$ cat src/sv/oml_pkg.sv
// types and constants shared by the order maintenance list
// no dependencies
package oml_pkg;

  localparam logic [1:0] REQ_INSERT = 2'd0;
  localparam logic [1:0] REQ_REMOVE = 2'd1;
  localparam logic [1:0] REQ_READ   = 2'd2;

  localparam logic [1:0] ST_OK         = 2'd0;
  localparam logic [1:0] ST_LISTED     = 2'd1;
  localparam logic [1:0] ST_NOT_LISTED = 2'd2;
  localparam logic [1:0] ST_BAD_POS    = 2'd3;

  localparam logic [63:0] LABEL_MAX = 64'hFFFF_FFFF_FFFF_FFFF;
  localparam logic [63:0] LABEL_MIN = 64'h0;

  typedef struct packed {
    logic [1:0]  req_type;
    logic [9:0]  vertex;
    logic [10:0] position;
  } req_t;

  typedef struct packed {
    logic [1:0]  status;
    logic        present;
    logic [63:0] order_label;
    logic [10:0] successor;
    logic [10:0] predecessor;
    logic        relabeled;
  } rsp_t;

  typedef struct packed {
    logic cap;
    logic dec;
    logic ppos;
    logic link1;
    logic link2;
    logic lrd;
    logic gap_wr;
    logic div_start;
    logic walk_init;
    logic walk_wr;
    logic walk_adv;
    logic rmv;
    logic clr;
    logic out_load;
  } cmd_t;

  typedef struct packed {
    logic clr_done;
    logic ins_go;
    logic need_ppos;
    logic rm_go;
    logic relab_go;
    logic div_busy;
    logic walk_done;
    logic out_free;
  } stat_t;

endpackage

$ cat src/sv/oml_ctrl.sv
// request sequencer of the order maintenance list
// depends on oml_pkg
module oml_ctrl (
  input  logic           clk,
  input  logic           rst_n,
  input  logic           in_valid,
  output logic           in_stall,
  input  oml_pkg::stat_t st,
  output oml_pkg::cmd_t  cmd
);

  typedef enum logic [14:0] {
    S_CLR   = 15'b000000000000001,
    S_IDLE  = 15'b000000000000010,
    S_LOOK  = 15'b000000000000100,
    S_DEC   = 15'b000000000001000,
    S_PPOS  = 15'b000000000010000,
    S_LINK1 = 15'b000000000100000,
    S_LINK2 = 15'b000000001000000,
    S_LRD   = 15'b000000010000000,
    S_GAP   = 15'b000000100000000,
    S_DIV   = 15'b000001000000000,
    S_WWR   = 15'b000010000000000,
    S_WNX   = 15'b000100000000000,
    S_RMV   = 15'b001000000000000,
    S_RPT   = 15'b010000000000000,
    S_OUT   = 15'b100000000000000
  } state_t;

  state_t state_r, state_nxt;

  always_comb begin
    state_nxt = state_r;
    cmd       = '0;
    case (state_r)
      S_CLR: begin
        cmd.clr = 1'b1;
        if (st.clr_done) state_nxt = S_IDLE;
      end
      S_IDLE: begin
        if (in_valid) begin
          cmd.cap   = 1'b1;
          state_nxt = S_LOOK;
        end
      end
      S_LOOK: state_nxt = S_DEC;
      S_DEC: begin
        cmd.dec = 1'b1;
        if (st.ins_go) state_nxt = st.need_ppos ? S_PPOS : S_LINK1;
        else if (st.rm_go) state_nxt = S_RMV;
        else state_nxt = S_RPT;
      end
      S_PPOS: begin
        cmd.ppos  = 1'b1;
        state_nxt = S_LINK1;
      end
      S_LINK1: begin
        cmd.link1 = 1'b1;
        state_nxt = S_LINK2;
      end
      S_LINK2: begin
        cmd.link2 = 1'b1;
        state_nxt = S_LRD;
      end
      S_LRD: begin
        cmd.lrd   = 1'b1;
        state_nxt = S_GAP;
      end
      S_GAP: begin
        if (st.relab_go) begin
          cmd.div_start = 1'b1;
          state_nxt     = S_DIV;
        end else begin
          cmd.gap_wr = 1'b1;
          state_nxt  = S_RPT;
        end
      end
      S_DIV: begin
        if (!st.div_busy) begin
          cmd.walk_init = 1'b1;
          state_nxt     = S_WWR;
        end
      end
      S_WWR: begin
        cmd.walk_wr = 1'b1;
        state_nxt   = S_WNX;
      end
      S_WNX: begin
        cmd.walk_adv = 1'b1;
        state_nxt    = st.walk_done ? S_LRD : S_WWR;
      end
      S_RMV: begin
        cmd.rmv   = 1'b1;
        state_nxt = S_RPT;
      end
      S_RPT: state_nxt = S_OUT;
      S_OUT: begin
        if (st.out_free) begin
          cmd.out_load = 1'b1;
          state_nxt    = S_IDLE;
        end
      end
      default: state_nxt = S_IDLE;
    endcase
  end

  always_ff @(posedge clk) begin
    if (!rst_n) state_r <= S_CLR;
    else state_r <= state_nxt;
  end

  assign in_stall = (state_r != S_IDLE);

endmodule

$ cat config.mk
export PLATFORM = sky130hd
export DESIGN_NAME = oml_ctrl
export DESIGN_NICKNAME = d
export VERILOG_FILES = /design/src/sv/oml_pkg.sv /design/src/sv/oml_ctrl.sv
export SDC_FILE = /design/constraint.sdc
export NUM_CORES = 1
export LEC_CHECK = 0
export ABC_AREA = 1
export BUFFER_PORTS_ARGS = -buffer_cell sky130_fd_sc_hd__buf_2
export CAP_MARGIN = 20
export CORE_ASPECT_RATIO = 1.5
export CORE_MARGIN = 2
export CORE_UTILIZATION = 56
export DETAILED_ROUTE_END_ITERATION = 7
export GPL_ROUTABILITY_DRIVEN = 0
export PLACE_DENSITY = 0.81
export SLEW_MARGIN = 20
export SYNTH_ARGS = -nofsm -noshare
export SYNTH_HDL_FRONTEND = slang
export SYNTH_SLANG_ARGS = --single-unit
$ cat constraint.sdc
create_clock -name clk -period 2.7 [get_ports clk]
set_input_delay 0 -clock clk [delete_from_list [all_inputs] [get_ports clk]]
set_output_delay 0 -clock clk [all_outputs]
set_load 0.02 [all_outputs]
# Yosys cells after proc, flatten, opt, wreduce, memory -nomap -nowiden
# Index checks and enable logic that the tools add are counted.
# op_classes
n_eq_ne,20
muxes,28
n_reduce_logical,1
# ops
operator,count
case mux 15 bit (15 select lines),1
2-to-1 mux 15 bit,5
2-to-1 mux 14 bit,2
2-to-1 mux 1 bit,17
"== test 15 x 1 -> 1 bit, second input constant",1
"== test 15 x 10 -> 1 bit, second input constant",1
"== test 15 x 11 -> 1 bit, second input constant",1
"== test 15 x 12 -> 1 bit, second input constant",1
"== test 15 x 13 -> 1 bit, second input constant",1
"== test 15 x 14 -> 1 bit, second input constant",1
"== test 15 bit, second input constant",1
"== test 15 x 2 -> 1 bit, second input constant",1
"== test 15 x 3 -> 1 bit, second input constant",1
"== test 15 x 4 -> 1 bit, second input constant",1
"== test 15 x 5 -> 1 bit, second input constant",1
"== test 15 x 6 -> 1 bit, second input constant",1
"== test 15 x 7 -> 1 bit, second input constant",1
"== test 15 x 8 -> 1 bit, second input constant",1
"== test 15 x 9 -> 1 bit, second input constant",1
"!= test 15 x 2 -> 1 bit, second input constant",1
2-to-1 mux 11 bit,1
"!= test 2 bit, second input constant",4
2-to-1 mux 6 bit,1
AND reduction 4 bit,1
2-to-1 mux 2 bit,1
# totals
wordCells,50
out_inout_bits,15
regBits,15
input_bits,11

# Logic depth before layout (Yosys ltp)
# logic_depth
depth_word,3
depth_mapped,11
mapped_depth_nobuf,11

# Worst setup path before layout
# No wires, ideal clock.
# synth_timing
path_type,reg2reg
from,register state_r[2]
to,register state_r[9]
path_slack_ps,1356
t_required_ps,2636
synth_period_minus_slack_ps,1344
path_stages_with_launch,9
t_arrival_ps,1280
path_cell_list,dfxtp_1 -> nor2_2 -> nand2_2 -> nor2_4 -> buf_6 -> nand2_2 -> nor2_2 -> o21ai_1 -> nor2_1
# synth_via
elab_chain_len,3
elab_cells_between_ends,21
classes_between,19 x eq/ne; 1 x mux; 1 x reduce/logical
# synth_rtl
item,line_no,source
"start, declared",oml_ctrl.sv:30,"state_t state_r, state_nxt;"
"start signal, assigned",oml_ctrl.sv:109,else state_r <= state_nxt;
== test 15 x 1 -> 1 bit (tied with other cells),oml_ctrl.sv:35,case (state_r)
!= test 2 bit (no source line),n/a,
AND reduction 4 bit (no source line),n/a,
# Several ways; a longest one is shown, not always the timed one.
# A chain may end at the register's enable or synchronous reset.

# Worst setup path in the final report
# layout_timing
from,register state_r[8]
to,register state_r[4]
# Same word-level chain as after synthesis.

==> results.md <==
- Outcome: finished, violations left
- Failing checks: negative hold slack
- Register area: 300.3 sq um
- Resized cells post-CTS: 0
- Row count: 19
- CTS tree: done
- Synthesized cell area: 1090 sq um
- CTS Sinks: 15
- Die Wd: 40.02 um
- CTS Buf Count: 3
- Crit path time final: 1.841 ns
- Area growth, synth to finish: 16.42%
- Overflow after GRT: 0
- Hold_ws: -0.0001038 ns
- DR WL/cell: 11.23 um
- Hold crit path type: in2reg
- DIE AREA: 2322 sq um
- Dpl cell area: 1202 sq um
- Setup-failing EPs final: 0
- Worst skew pair latency: 0.30 ns
- CTS HTree Levels: 1
- Post-CTS Setup Bufs: 0
- TNS Setup: 0 ns
- Largest net degree at the start of global routing: 15
- Routed via count: 1153
- R2R Setup Slk: 0.86 ns
- Max VDD drop: 348.5 uV
- FILL cells: 169
- DP Wirelength: 1947 um
- Max reg flops: 15
- Leak: 0.7595 nW
- Yosys warnings: 0
- Die H: 58.03 um
- P_sw: 0.2275 mW
- Fin nets: 215
- Layout cell share with drive strength beyond 1: 0.2808
- Iteration-0 DRC Markers: 55
- Final Hold Viols: 1
- Worst-Margin Slew: 0.3292 ns
- CP startpoint kind: flop
- Root buf cell: clkbuf_4
- Pre-antenna DRT Iters: 5
- Vias per inst: 5.147
- Clk buf depth: 2
- Max transition margin: 0.7800
- All-Layer GR Usage: 0.2485
- Core Area: 1831 sq um
- Switching share of total power: 0.3930
- Fin crit share: 0.6817
- Yosys reg bits: 15
- First-pass GRT wire length: 3857 um
- Skew final: 0.005748 ns
- Kind of critical path: reg2reg
- Mean Syn Cell Area: 6.263 sq um
- Biggest regs: state_r: 15 flops
- Synth cell types: 23
- Worst reg2reg path depth: 8
- Net Count, Synth: 185
- Cell area after layout: 1269 sq um
- Critical Path Fanout Max: 11
- Hold Path Depth: 4
- Kind of end point of the critical path: flop
- Critical Path RT: 2.95 ns
- Pwr Total: 0.5788 mW
- Combinational Power Share: 0.340
- Antenna cells: 0
- Register area share after synthesis: 0.2755
- DRC: 0
- Synth Instances: 174
- Initial antenna violation count: 0
- Max_cap viols: 0
- Pwr dens: 456.2 nW/um^2
- Clock slew at reported path FFs: 0.09 ns
- Clock Power Share: 0.234
- Slew Viols, Final: 0
- Via count of the first global-routing pass: 959
- Multi-input logic area: 604.3 sq um
- Cell-internal power: 0.3513 mW
- Port-buffer cells: 25
- Post-route ant nets: 0
- Arr. time, crit path: 2.09 ns
- Ports: 26
- Most flop-heavy register: state_r
- WL final: 2515 um
- Finished Core Util: 0.6931
- Power share of the sequential group: 0.426
- Unrepaired setup endpoints after global routing: false
- Max Clk Rate: 543.3 MHz
- Initial Util: 0.5954
-- logic make-up (layout without fill, tap and decap cells) --
group,count (synthesis),after routing,share of synthesized area
buffers and inverters,43,72,0.1699
flip-flops,15,15,0.2755
AND/OR/NAND/NOR,108,108,0.5052
AO/OA/AOI/OAI,8,8,0.04936
-- layer usage --
layer / part of all wire / routed length, um / global-route usage / vias to the layer above
met4: 0.024 / 60 / 0.1724 / 0
met1: 0.39 / 993 / 0.2634 / 511
met5: 0 / 0 / 0 / -
li1: - / - / - / 589
met2: 0.53 / 1329 / 0.4078 / 48
met3: 0.052 / 131 / 0.05364 / 5
-- cell type report --
| class | instances | area share |
|---|---|---|
| Multi-Input combinational cell | 116 | 0.4763 |
| Sequential cell | 15 | 0.2367 |
| Timing Repair Buffer | 29 | 0.1302 |
| Inverter | 39 | 0.1154 |
| Clock buffer | 4 | 0.02071 |
| Tap cell | 21 | 0.02071 |
-- Yosys cell counts, drive strengths merged --
cell    instances  area [sq um]
nor3            3         15.01
buf             4         38.78
a21oi           2         13.76
nor4            1         6.260
o31ai           1         7.510
o211ai          1         12.51
inv            39         146.4
and2            1         6.260
nor2           39         206.5
dfxtp          15         300.3
nand3          27         145.1
nand4           3         18.77
nand2          34         152.6
o21ai           4         20.01
-- layout by cell type (no fill, tap or decap), drive strengths merged --
master and instances:
clkbuf 4, a21oi 2, nand3 27, nand2 34
inv 39, nor4 1, dfxtp 15, nand4 3
buf 25, o21ai 4, and2 1, o31ai 1
nor3 3, o211ai 1, nor2 39, dlygate4sd3 4
-- metrics by stage --
stage          worst slack (ns)  std cells  hold slack [ns]
3_3_place_gp              1.132        216           0.2624
3_5_place_dp              1.089        216           0.2616
2_1_floorplan             1.356        174          0.07979
4_1_cts                  0.8531        224         0.001448
6_report                 0.8593        224       -0.0001038
5_1_grt                  0.6970        224          0.02508
-- power by group through the flow --
stage                     clock network, mW  logic (mW)  registers, mW
after floorplan                           0       0.170          0.249
after global placement                    0       0.190          0.251
after detailed placement                  0       0.192          0.252
after CTS                             0.141       0.196          0.247
after global routing                  0.150       0.214          0.249
final                                 0.135       0.197          0.247
-- worst paths after layout --
kind / from / end
setup / recovery: state_r[8] / state_r[4]
setup reg to reg: state_r[8] / state_r[4]
hold reg to reg: state_r[14] / state_r[14]
hold / removal: st[1] / state_r[10]
-- worst max-delay path: stages (launching register included) --
cell	delay, ns
dfxtp_1	0.35
nor2_4	0.16
nand2_4	0.08
nor2_4	0.22
nand2_1	0.16
inv_1	0.11
nand3_1	0.07
dlygate4sd3_1	0.56
nor2_1	0.08
-- what timing repair did --
item / CTS / global route
hold endpoints to repair: 3 / 0
hold buffers: 4 / 0
endpoints found under the setup margin: 0 / 0
Power figures use the tool's default switching activity.
